`src/hdl/hall_window_activity_detector_assert.svh`:
```
// Assertion macros used by the detector core module.
// Each macro checks a property on the rising clock edge, with reset held off.
`ifndef HALL_WINDOW_ACTIVITY_DETECTOR_ASSERT_SVH
`define HALL_WINDOW_ACTIVITY_DETECTOR_ASSERT_SVH

`ifndef SYNTHESIS

// The consequent holds in the same cycle as the antecedent.
`define HWAD_ASSERT_SAME(label, clk, rst_n, ante, cons) \
    label: assert property (@(posedge clk) disable iff (!rst_n) (ante) |-> (cons)) \
        else $error("%m: check failed");

// The consequent holds in the cycle after the antecedent.
`define HWAD_ASSERT_NEXT(label, clk, rst_n, ante, cons) \
    label: assert property (@(posedge clk) disable iff (!rst_n) (ante) |=> (cons)) \
        else $error("%m: check failed");

`else

`define HWAD_ASSERT_SAME(label, clk, rst_n, ante, cons)
`define HWAD_ASSERT_NEXT(label, clk, rst_n, ante, cons)

`endif

`endif

```
`src/hdl/hwad_pkg.sv`:
```
package hwad_pkg;

    // Default parameter values.
    localparam int SAMPLE_BITS_DEF   = 10;
    localparam int INTERVAL_BITS_DEF = 16;

    // Register field widths.
    localparam int LEVEL_BITS = 10;
    localparam int LIMIT_BITS = 16;
    localparam int RUN_BITS   = 10;
    localparam int CFG_INDEX_BITS = 3;
    localparam int CFG_DATA_BITS  = 16;

    // Register indexes.
    localparam logic [CFG_INDEX_BITS-1:0] REG_WINDOW_LOW   = 3'd0;
    localparam logic [CFG_INDEX_BITS-1:0] REG_WINDOW_HIGH  = 3'd1;
    localparam logic [CFG_INDEX_BITS-1:0] REG_DISCONNECT   = 3'd2;
    localparam logic [CFG_INDEX_BITS-1:0] REG_SHORT_LIMIT  = 3'd3;
    localparam logic [CFG_INDEX_BITS-1:0] REG_STOP_RUN_LEN = 3'd4;

    // Register reset values.
    localparam logic [LEVEL_BITS-1:0] WINDOW_LOW_RST   = 10'd520;
    localparam logic [LEVEL_BITS-1:0] WINDOW_HIGH_RST  = 10'd680;
    localparam logic [LEVEL_BITS-1:0] DISCONNECT_RST   = 10'd1000;
    localparam logic [LIMIT_BITS-1:0] SHORT_LIMIT_RST  = 16'd200;
    localparam logic [RUN_BITS-1:0]   STOP_RUN_LEN_RST = 10'd1000;

    // Item command codes.
    localparam logic CMD_SAMPLE = 1'b0;
    localparam logic CMD_TICK   = 1'b1;

    // Configuration register set.
    typedef struct packed {
        logic [LEVEL_BITS-1:0] window_low;
        logic [LEVEL_BITS-1:0] window_high;
        logic [LEVEL_BITS-1:0] disconnect_level;
        logic [LIMIT_BITS-1:0] short_interval_limit;
        logic [RUN_BITS-1:0]   stop_run_length;
    } cfg_t;

    // Comparator verdict for one sample.
    typedef struct packed {
        logic hit;
        logic disconnect;
    } win_t;

endpackage

```
`src/hdl/hwad_cfg.sv`:
```
module hwad_cfg (
    input  logic                                 clk,
    input  logic                                 rst_n,
    input  logic                                 cfg_valid,
    output logic                                 cfg_ready,
    input  logic [hwad_pkg::CFG_INDEX_BITS-1:0]  cfg_index,
    input  logic [hwad_pkg::CFG_DATA_BITS-1:0]   cfg_data,
    output hwad_pkg::cfg_t                       cfg
);
    import hwad_pkg::*;

    cfg_t cfg_reg;
    cfg_t cfg_next;

    // The register file takes a word in every cycle.
    assign cfg_ready = 1'b1;
    assign cfg      = cfg_reg;

    // Decode the index; writes beyond the list are dropped.
    always_comb
    begin
        cfg_next = cfg_reg;
        if (cfg_valid)
        begin
            case (cfg_index)
                REG_WINDOW_LOW:   cfg_next.window_low = cfg_data[LEVEL_BITS-1:0];
                REG_WINDOW_HIGH:  cfg_next.window_high = cfg_data[LEVEL_BITS-1:0];
                REG_DISCONNECT:   cfg_next.disconnect_level = cfg_data[LEVEL_BITS-1:0];
                REG_SHORT_LIMIT:  cfg_next.short_interval_limit = cfg_data[LIMIT_BITS-1:0];
                REG_STOP_RUN_LEN: cfg_next.stop_run_length = cfg_data[RUN_BITS-1:0];
                default:          cfg_next = cfg_reg;
            endcase
        end
    end

    always_ff @(posedge clk or negedge rst_n)
    begin
        if (!rst_n)
        begin
            cfg_reg.window_low           <= WINDOW_LOW_RST;
            cfg_reg.window_high          <= WINDOW_HIGH_RST;
            cfg_reg.disconnect_level     <= DISCONNECT_RST;
            cfg_reg.short_interval_limit <= SHORT_LIMIT_RST;
            cfg_reg.stop_run_length      <= STOP_RUN_LEN_RST;
        end
        else
        begin
            cfg_reg <= cfg_next;
        end
    end

endmodule

```
`src/hdl/hwad_window.sv`:
```
module hwad_window #(
    parameter int SAMPLE_BITS = hwad_pkg::SAMPLE_BITS_DEF
) (
    input  logic [SAMPLE_BITS-1:0] sample,
    input  logic                   mode_inside,
    input  hwad_pkg::cfg_t         cfg,
    output hwad_pkg::win_t         verdict
);
    import hwad_pkg::*;

    // Compare at the wider of the sample and level widths.
    localparam int CMP_BITS = (SAMPLE_BITS > LEVEL_BITS) ? SAMPLE_BITS : LEVEL_BITS;

    logic [CMP_BITS-1:0] sample_ext;
    logic [CMP_BITS-1:0] low_ext;
    logic [CMP_BITS-1:0] high_ext;
    logic [CMP_BITS-1:0] disc_ext;

    assign sample_ext = CMP_BITS'(sample);
    assign low_ext    = CMP_BITS'(cfg.window_low);
    assign high_ext   = CMP_BITS'(cfg.window_high);
    assign disc_ext   = CMP_BITS'(cfg.disconnect_level);

    // Outside mode hits beyond the bounds; inside mode hits strictly between them.
    always_comb
    begin
        if (mode_inside)
        begin
            verdict.hit = (sample_ext > low_ext) && (sample_ext < high_ext);
        end
        else
        begin
            verdict.hit = (sample_ext < low_ext) || (sample_ext > high_ext);
        end
        verdict.disconnect = (sample_ext >= disc_ext);
    end

endmodule

```
`src/hdl/hwad_core.sv`:
```
module hwad_core #(
    parameter int INTERVAL_BITS = hwad_pkg::INTERVAL_BITS_DEF
) (
    input  logic                          clk,
    input  logic                          rst_n,
    input  logic                          advance,
    input  logic                          item_command,
    input  hwad_pkg::win_t                verdict,
    input  hwad_pkg::cfg_t                cfg,
    input  logic                          out_ready,
    output logic                          mode_state,
    output logic                          out_valid,
    output logic                          comparator_hit,
    output logic                          timer_active,
    output logic                          sensor_connected,
    output logic                          sensor_disconnected,
    output logic                          window_mode,
    output logic                          clear_main_count,
    output logic [hwad_pkg::RUN_BITS-1:0] short_run_count
);
    import hwad_pkg::*;

    `include "hall_window_activity_detector_assert.svh"

    localparam int LIM_BITS = (INTERVAL_BITS > LIMIT_BITS) ? INTERVAL_BITS : LIMIT_BITS;

    // Detector state.
    logic                     mode_reg, mode_next;
    logic                     conn_reg, conn_next;
    logic                     disc_reg, disc_next;
    logic                     active_reg, active_next;
    logic                     running_reg, running_next;
    logic [INTERVAL_BITS-1:0] count_reg, count_next;
    logic [RUN_BITS-1:0]      run_reg, run_next;

    // Result register.
    logic                     out_valid_reg, out_valid_next;
    logic                     hit_reg, hit_next;
    logic                     clear_reg, clear_next;

    logic [RUN_BITS-1:0]      run_inc;
    logic                     interval_long;
    logic                     count_full;

    assign run_inc       = run_reg + RUN_BITS'(1);
    assign interval_long = LIM_BITS'(count_reg) > LIM_BITS'(cfg.short_interval_limit);
    assign count_full    = &count_reg;

    // State update for the word moving into the result register.
    always_comb
    begin
        mode_next    = mode_reg;
        conn_next    = conn_reg;
        disc_next    = disc_reg;
        active_next  = active_reg;
        running_next = running_reg;
        count_next   = count_reg;
        run_next     = run_reg;
        hit_next     = hit_reg;
        clear_next   = clear_reg;
        if (advance)
        begin
            hit_next   = 1'b0;
            clear_next = 1'b0;
            case (item_command)
                CMD_TICK:
                begin
                    if (running_reg && !count_full)
                    begin
                        count_next = count_reg + INTERVAL_BITS'(1);
                    end
                end
                CMD_SAMPLE:
                begin
                    hit_next = verdict.hit;
                    if (verdict.hit && !mode_reg)
                    begin
                        if (verdict.disconnect)
                        begin
                            conn_next = 1'b0;
                            disc_next = 1'b1;
                        end
                        else
                        begin
                            disc_next   = 1'b0;
                            active_next = 1'b1;
                        end
                        mode_next = 1'b1;
                    end
                    else if (verdict.hit)
                    begin
                        if (!conn_reg)
                        begin
                            conn_next = 1'b1;
                            mode_next = 1'b0;
                        end
                        else if (!running_reg)
                        begin
                            running_next = 1'b1;
                        end
                        else
                        begin
                            // Read the interval and judge it.
                            count_next = '0;
                            if (interval_long)
                            begin
                                run_next = '0;
                            end
                            else if (run_inc >= cfg.stop_run_length)
                            begin
                                active_next  = 1'b0;
                                run_next     = '0;
                                mode_next    = 1'b0;
                                running_next = 1'b0;
                                clear_next   = 1'b1;
                            end
                            else
                            begin
                                run_next = run_inc;
                            end
                        end
                    end
                end
                default:
                begin
                    hit_next = 1'b0;
                end
            endcase
        end
    end

    // The result register fills on advance and empties when taken.
    always_comb
    begin
        if (advance)
        begin
            out_valid_next = 1'b1;
        end
        else if (out_ready)
        begin
            out_valid_next = 1'b0;
        end
        else
        begin
            out_valid_next = out_valid_reg;
        end
    end

    always_ff @(posedge clk or negedge rst_n)
    begin
        if (!rst_n)
        begin
            mode_reg      <= 1'b0;
            conn_reg      <= 1'b0;
            disc_reg      <= 1'b0;
            active_reg    <= 1'b0;
            running_reg   <= 1'b0;
            count_reg     <= '0;
            run_reg       <= '0;
            out_valid_reg <= 1'b0;
            hit_reg       <= 1'b0;
            clear_reg     <= 1'b0;
        end
        else
        begin
            mode_reg      <= mode_next;
            conn_reg      <= conn_next;
            disc_reg      <= disc_next;
            active_reg    <= active_next;
            running_reg   <= running_next;
            count_reg     <= count_next;
            run_reg       <= run_next;
            out_valid_reg <= out_valid_next;
            hit_reg       <= hit_next;
            clear_reg     <= clear_next;
        end
    end

    // The status fields show the state left by the last word.
    assign mode_state          = mode_reg;
    assign out_valid           = out_valid_reg;
    assign comparator_hit      = hit_reg;
    assign timer_active        = active_reg;
    assign sensor_connected    = conn_reg;
    assign sensor_disconnected = disc_reg;
    assign window_mode         = mode_reg;
    assign clear_main_count    = clear_reg;
    assign short_run_count     = run_reg;

    // A stop pulse comes with the timer halted, outside mode and an empty run.
    `HWAD_ASSERT_SAME(a_clear_stops, clk, rst_n, out_valid_reg && clear_reg, !active_reg && !mode_reg && !running_reg && (run_reg == '0))

    // A stop pulse is only raised by a comparator hit.
    `HWAD_ASSERT_SAME(a_clear_needs_hit, clk, rst_n, out_valid_reg && clear_reg, hit_reg)

    // Without a word moving through, the state holds.
    `HWAD_ASSERT_NEXT(a_state_holds, clk, rst_n, !advance, $stable(count_reg) && $stable(run_reg) && $stable(mode_reg))

endmodule

```
`src/hdl/hall_window_activity_detector.sv`:
```
// A word in the input register has its result registered once the result register
// is free or being emptied. Throughput: one word per cycle while out_ready holds;
// a word enters while the previous result waits. The state update is combinational.
// Reset (rst_n, asynchronous, active low): registers return to their defaults,
// all detector flags and counters clear, and both staging registers empty.
module hall_window_activity_detector #(
    parameter int SAMPLE_BITS   = hwad_pkg::SAMPLE_BITS_DEF,
    parameter int INTERVAL_BITS = hwad_pkg::INTERVAL_BITS_DEF
) (
    input  logic                                clk,
    input  logic                                rst_n,
    input  logic                                cfg_valid,
    output logic                                cfg_ready,
    input  logic [hwad_pkg::CFG_INDEX_BITS-1:0] cfg_index,
    input  logic [hwad_pkg::CFG_DATA_BITS-1:0]  cfg_data,
    input  logic                                in_valid,
    output logic                                in_ready,
    input  logic                                command,
    input  logic [SAMPLE_BITS-1:0]              adc_value,
    output logic                                out_valid,
    input  logic                                out_ready,
    output logic                                comparator_hit,
    output logic                                timer_active,
    output logic                                sensor_connected,
    output logic                                sensor_disconnected,
    output logic                                window_mode,
    output logic                                clear_main_count,
    output logic [hwad_pkg::RUN_BITS-1:0]       short_run_count
);
    import hwad_pkg::*;

    cfg_t                   cfg;
    win_t                   verdict;
    logic                   mode_state;
    logic                   advance;

    logic                   item_valid_reg, item_valid_next;
    logic                   item_command_reg;
    logic [SAMPLE_BITS-1:0] item_sample_reg;

    // The held word moves on when the result register is free or being emptied.
    assign advance  = item_valid_reg && (!out_valid || out_ready);
    assign in_ready = !item_valid_reg || advance;

    // Input register.
    always_comb
    begin
        if (in_valid && in_ready)
        begin
            item_valid_next = 1'b1;
        end
        else if (advance)
        begin
            item_valid_next = 1'b0;
        end
        else
        begin
            item_valid_next = item_valid_reg;
        end
    end

    always_ff @(posedge clk or negedge rst_n)
    begin
        if (!rst_n)
        begin
            item_valid_reg <= 1'b0;
        end
        else
        begin
            item_valid_reg <= item_valid_next;
        end
    end

    always_ff @(posedge clk)
    begin
        if (in_valid && in_ready)
        begin
            item_command_reg <= command;
            item_sample_reg  <= adc_value;
        end
    end

    // Configuration registers.
    hwad_cfg u_cfg (
        .clk       (clk),
        .rst_n     (rst_n),
        .cfg_valid (cfg_valid),
        .cfg_ready (cfg_ready),
        .cfg_index (cfg_index),
        .cfg_data  (cfg_data),
        .cfg       (cfg)
    );

    // Window comparator on the held sample.
    hwad_window #(
        .SAMPLE_BITS (SAMPLE_BITS)
    ) u_window (
        .sample      (item_sample_reg),
        .mode_inside (mode_state),
        .cfg         (cfg),
        .verdict     (verdict)
    );

    // State update and result register.
    hwad_core #(
        .INTERVAL_BITS (INTERVAL_BITS)
    ) u_core (
        .clk                 (clk),
        .rst_n               (rst_n),
        .advance             (advance),
        .item_command        (item_command_reg),
        .verdict             (verdict),
        .cfg                 (cfg),
        .out_ready           (out_ready),
        .mode_state          (mode_state),
        .out_valid           (out_valid),
        .comparator_hit      (comparator_hit),
        .timer_active        (timer_active),
        .sensor_connected    (sensor_connected),
        .sensor_disconnected (sensor_disconnected),
        .window_mode         (window_mode),
        .clear_main_count    (clear_main_count),
        .short_run_count     (short_run_count)
    );

endmodule
```
`config.mk`:
```
export PLATFORM = sky130hd
export DESIGN_NAME = hall_window_activity_detector
export DESIGN_NICKNAME = d
export VERILOG_FILES = /design/src/hdl/hwad_pkg.sv /design/src/hdl/hwad_cfg.sv /design/src/hdl/hwad_window.sv /design/src/hdl/hwad_core.sv /design/src/hdl/hall_window_activity_detector.sv
export VERILOG_INCLUDE_DIRS = /design/src /design/src/hdl
export SDC_FILE = /design/constraint.sdc
export NUM_CORES = 1
export LEC_CHECK = 0
export BUFFER_PORTS_ARGS = -buffer_cell sky130_fd_sc_hd__buf_2
export CAP_MARGIN = 20
export CORE_ASPECT_RATIO = 0.9
export CORE_UTILIZATION = 31
export DETAILED_ROUTE_END_ITERATION = 10
export PLACE_DENSITY = 0.54
export SYNTH_ARGS = -nofsm -noshare
export SYNTH_HDL_FRONTEND = slang
export SYNTH_SLANG_ARGS = --single-unit
```
`constraint.sdc`:
```
create_clock -name clk -period 5.4 [get_ports clk]
set_clock_uncertainty 0.15 [all_clocks]
set_input_delay 0.54 -clock clk [delete_from_list [all_inputs] [get_ports clk]]
set_output_delay 0.54 -clock clk [all_outputs]
set_load 0.03 [all_outputs]
```
==> flow_summary.json, run 1 <==
{
  "clk_path_buf_depth": 2,
  "cp.required_ns": 5.52,
  "synth_flop_cell": "dfrtp_1",
  "grt_pass1_vias": 4255,
  "hpwl_um": 10000,
  "wl_per_cell_um": 15.5,
  "clock-root-buffer": "clkbuf_16",
  "min_to": "item_sample_reg[4]",
  "reg2reg_depth": 8,
  "tns_ns": 0,
  "holdWs_ns": 0.201,
  "crit_family": "compound AO/OA/AOI/OAI gates",
  "regArea_sq_um": 2630,
  "synthAdderAreaFrac_pct": 12.7,
  "drcViolationCount": 0,
  "die_area_sq_um": 19000,
  "end_kind": "flip-flop",
  "synth_edf_count": 11,
  "synth_top_family_by_area": "compound AO/OA/AOI/OAI gates",
  "synth-xor-area-share_pct": 1.23,
  "syn_nets": 662,
  "worst_slew_pin_slew_ns": 1.04,
  "ys_seq_area_share_pct": 46.1,
  "path_buf_inv": 1,
  "clkLatencyLatePin_ns": 0.36,
  "power.total_mw": 2.32,
  "critPathArrivalTime_ns": 3.40,
  "maxSlewHeadroom_pct": 30.2,
  "areaGrowthSynthToFinish_pct": 14.4,
  "p_leak_nw": 2.95,
  "final_cell_area_sq_um": 6540,
  "final_nets": 716,
  "p_per_area_nw_per_um2": 355,
  "dp_slack_ns": 2.14,
  "max_stage_delay_ns": 0.63,
  "largest_reg_flops": 56,
  "grt_start_max_net_pins": 73,
  "synth_warnings": 0,
  "fin_crit_sh_pct": 60.7,
  "post_synth.cell_area_avg_sq_um": 10.1,
  "fp.dieH_um": 131,
  "routed_wl_um": 13400,
  "period_needed_ns": 3.28,
  "synth.distinct_cells": 62,
  "placedInstanceArea_sq_um": 6230,
  "vias_per_cell": 4.90,
  "numCtsBuffers": 9,
  "clkSinkCount": 102,
  "cts_tree": "yes",
  "drive_above_1_share_pct": 20.2,
  "synth_area_leaders": "dfrtp_1 (31%), ha_1 (13%), dfstp_2 (9.6%)",
  "io_pins": 54,
  "die_w_um": 145,
  "stdcell_count": 868,
  "whs_path_depth": 1,
  "critical_path_class": "reg2reg",
  "report.final.setup_viol": 0,
  "r2r_start": "u_cfg.cfg[41]",
  "vdd_drop_max_v": 0.000162,
  "path_depth": 8,
  "ant_nets": 0,
  "path_cells": "inv_1 -> ha_1 -> a21oi_2 -> o21ai_2 -> a2111oi_4 -> nand4_2 -> or3_1 -> o31ai_2",
  "synthMuxAreaShare_pct": 4.13,
  "utilization_pct": 36.7,
  "first_iter_violations": 235,
  "clkSlewWorstSetupHoldPaths_ns": 0.08,
  "slew_viol_final": 0,
  "num_rows": 46,
  "synth_seq_cells": 102,
  "coreArea_sq_um": 17800,
  "grt_overflow_total": 0,
  "dr.pass1.iters": 4,
  "synth_area_leader_cell": "dfrtp_1",
  "hold_class": "in2reg",
  "antenna_cells": 0,
  "multi_input_area_sq_um": 2800,
  "status": "complete, no violations",
  "htree_levels": 3,
  "fillers": 1788,
  "crit_fanout": 14,
  "vias": 4253,
  "final_cell_mix": "nand2_1 (74), dfrtp_1 (70), inv_1 (60)",
  "io_buffers": 52,
  "grt_pass1_wl_um": 22100,
  "synth_top_area_share_pct": 30.6,
  "place_inst": 850,
  "synth-compound-area-share_pct": 16.0,
  "hold_viol_final": 0,
  "hold_start": "adc_value[4]",
  "max_freq_ghz": 0.305,
  "r2r_end": "u_core.short_run_count[0]",
  "postSynthCellCount": 569,
  "antenna_found_initial": 0,
  "synth-simple-area-share_pct": 14.8,
  "crit_path_top_delay_cell": "a2111oi_4",
  "rsz0062_at_grt": "no",
  "layout_commonest_cell": "nand2_1",
  "netlist_area_sq_um": 5720,
  "async_flop_share_pct": 89.2,
  "setup_slack_ns": 2.12,
  "startpoint_type": "flip-flop",
  "routabilityCongestion": 0.795,
  "rrSetupSlack_ns": 2.12,
  "cap_violations": 0,
  "start_util_pct": 32.1,
  "ctsResizeCount": 0,
  "grt_util_all_layers_pct": 14.9
}
-- worst max path at each step --
stage          slack (ns)                   endpoint                      start
2_1_floorplan        2.51         u_core.running_reg  u_core.short_run_count[2]
3_3_place_gp         2.24  u_core.short_run_count[7]  u_core.short_run_count[2]
3_5_place_dp         2.14  u_core.short_run_count[7]  u_core.short_run_count[2]
4_1_cts              2.12  u_core.short_run_count[7]  u_core.short_run_count[2]
5_1_grt              1.85  u_core.short_run_count[7]  u_core.short_run_count[2]
6_report             2.12  u_core.short_run_count[0]              u_cfg.cfg[41]
-- timing repair --
action	CTS	global route
endpoints found under the hold margin	9	0
buffers inserted	0	0
hold buffers	1	0
-- cell families after synthesis --
family / after synthesis
AOI/OAI and AO/OA: 138
xor gates and xnor gates: 8
adders and majority gates: 58
buffers and inverters: 73
DFF: 102
muxes: 21
other: 1
and+or+nand+nor: 168
-- cell usage after synthesis (2+ instances only) --
cell and count:
edfxtp_1 11, inv_1 60, a21o_1 10, or3_1 2
a211o_1 3, nand4_1 17, nor2_1 9, buf_2 2
o211ai_1 3, nand3_1 20, ha_1 58, nor4_1 2
nor2b_1 2, nand2b_1 9, and2_1 4, dfstp_2 21
o21ai_1 6, and3_1 4, and4_1 4, xnor2_1 7
clkbuf_1 9, o21ai_0 56, nor3_1 9, nand2_1 74
dfrtp_1 70, o31ai_1 8, o2111ai_1 2, or2_2 4
o31a_1 2, mux2_2 21, a31oi_1 6, a32o_1 2
a211oi_1 5, a21oi_1 15, a21boi_0 2, o21a_1 4
-- worst reg2reg max path: cells and delay by family, from the launching register on --
family | cells | cell delay [ns]
AO/OA/AOI/OAI | 4 | 1.09
AND/OR/NAND/NOR | 2 | 1.05
flip-flops | 1 | 0.52
adder cells (fa/ha/maj) | 1 | 0.33
buffers and inverters | 1 | 0.04
-- cell type report --
type                       instances  area share, %
timing repair buffer              56           4.51
clock buffer                      10           3.50
clock inverter                     6          0.956
multi-input combinational        394           42.8
inverter                          60           3.44
sequential                       102           40.2
tap                              240           4.59
-- where the power goes --
group          internal, mW  switching (mW)  total, mW
sequential            0.940           0.118       1.06
combinational         0.256           0.364      0.620
clock                 0.327           0.317      0.644
-- routing by layer --
metal,vias up,global-route usage (%),part of all wire [%]
li1,2145,-,-
met5,-,0,0
met4,0,6.01,0.95
met3,8,2.08,2.2
met1,2040,19.9,51
met2,60,24.6,46
(Power assumes the default switching activity.)
==> run 2: changes to the inputs <==
Clock period 5.4 ns to 3.05 ns, I/O delays scaled along.
==> run 2 against run 1 <==
Sequential cell count is the same. Setup slack worse by 2.0 ns. Critical path depth is 2 higher. Final cell count increased by 2.5%. Non-clock buffer count increased by 22. Design area increased by 2.9%. Die area did not move. Wire length rose by 2.6%. Critical path type unchanged. Critical endpoint is now u_core.running_reg.
==> flow_summary.json, run 2 (same netlist as run 1, synthesis figures left out) <==
{
  "status": "complete, no violations",
  "routed_wl_um": 13800,
  "hpwl_um": 10300,
  "startpoint_type": "flip-flop",
  "clock-root-buffer": "clkbuf_16",
  "die_area_sq_um": 19000,
  "die_w_um": 145,
  "worst_slew_pin_slew_ns": 0.871,
  "htree_levels": 3,
  "dr.pass1.iters": 5,
  "first_iter_violations": 247,
  "layout_commonest_cell": "nand2_1",
  "max_freq_ghz": 0.346,
  "grt_pass1_wl_um": 22700,
  "cap_violations": 0,
  "coreArea_sq_um": 17800,
  "vias_per_cell": 4.94,
  "period_needed_ns": 2.89,
  "vias": 4396,
  "clkSinkCount": 102,
  "grt_pass1_vias": 4349,
  "critPathArrivalTime_ns": 2.99,
  "fin_crit_sh_pct": 94.8,
  "cp.required_ns": 3.15,
  "final_cell_mix": "nand2_1 (74), dfrtp_1 (69), inv_1 (60)",
  "final_cell_area_sq_um": 6730,
  "drcViolationCount": 0,
  "io_buffers": 52,
  "stdcell_count": 890,
  "io_pins": 54,
  "crit_fanout": 4,
  "antenna_cells": 0,
  "p_per_area_nw_per_um2": 607,
  "setup_slack_ns": 0.160,
  "p_leak_nw": 3.03,
  "clkLatencyLatePin_ns": 0.36,
  "clkSlewWorstSetupHoldPaths_ns": 0.08,
  "largest_reg_flops": 56,
  "vdd_drop_max_v": 0.000311,
  "grt_util_all_layers_pct": 15.5,
  "fp.dieH_um": 131,
  "routabilityCongestion": 0.797,
  "critical_path_class": "reg2reg",
  "grt_start_max_net_pins": 61,
  "hold_viol_final": 0,
  "power.total_mw": 4.08,
  "maxSlewHeadroom_pct": 41.8,
  "place_inst": 861,
  "dp_slack_ns": 0.149,
  "areaGrowthSynthToFinish_pct": 17.7,
  "antenna_found_initial": 0,
  "start_util_pct": 32.1,
  "tns_ns": 0,
  "grt_overflow_total": 0,
  "hold_class": "in2reg",
  "drive_above_1_share_pct": 21.1,
  "clk_path_buf_depth": 2,
  "wl_per_cell_um": 15.5,
  "placedInstanceArea_sq_um": 6330,
  "end_kind": "flip-flop",
  "slew_viol_final": 0,
  "report.final.setup_viol": 0,
  "final_nets": 738,
  "rsz0062_at_grt": "yes",
  "numCtsBuffers": 9,
  "cts_tree": "yes",
  "num_rows": 46,
  "ant_nets": 0
}
[run 2: final timing paths]
path,slack (ns),startpoint,cells past startpoint,end
max,0.16,u_core.short_run_count[2],10,u_core.running_reg
min,0.04,cfg_data[10],2,u_cfg.cfg[20]
max reg2reg,0.16,u_core.short_run_count[2],10,u_core.running_reg
min reg2reg,0.32,u_core.sensor_disconnected,2,u_core.sensor_disconnected
max in group asynchronous,1.73,rst_n,3,u_cfg.cfg[3]
min in group asynchronous,0.28,rst_n,2,u_core.sensor_disconnected
[run 2: timing repair]
action	in CTS	in global routing
hold endpoints to repair	31	0
setup endpoints to repair	0	3
resized for setup	0	1
setup buffers	0	0
hold buffers	13	0
[run 2: final cells by class]
cell class                      instances  area [sq um]
Fill cell                            1802         11100
Multi-Input combinational cell        394          2800
Sequential cell                       102          2640
Timing Repair Buffer                   78           503
Tap cell                              240           300
Clock buffer                           11           233
Inverter                               60           225
Clock inverter                          5          38.8
[run 2: layer usage]
metal / track usage, % / part of all wire [%] / up-vias
met4: 6.50 / 1.7 / 0
li1: - / - / 2191
met3: 2.43 / 2.9 / 13
met1: 20.8 / 49 / 2128
met5: 0 / 0 / -
met2: 25.0 / 46 / 64
[run 2: stage by stage]
step | utilization (%) | hold slack, ns
detailed placement | 35.5 | 0.145
floorplan | - | -0.141
finish | 37.7 | 0.0376
global route | 37.7 | 0.0370
global placement | 35.5 | 0.132
CTS | 37.7 | 0.0275
[run 2: worst max-delay path, stage by stage (launching register included)]
cell and delay, ns:
dfrtp_1 0.35, and3_1 0.22, and3_1 0.19, nand3_1 0.12, or2_2 0.33, xnor2_1 0.15
ha_1 0.27, a21boi_0 0.23, a21o_1 0.22, nand4_1 0.24, mux2_2 0.34
[run 2: power breakdown]
part	leakage, nW	switching [mW]	internal, mW	total [mW]
clock	0.130	0.530	0.558	1.09
sequential	1.19	0.199	1.67	1.86
combinational	1.72	0.654	0.478	1.13
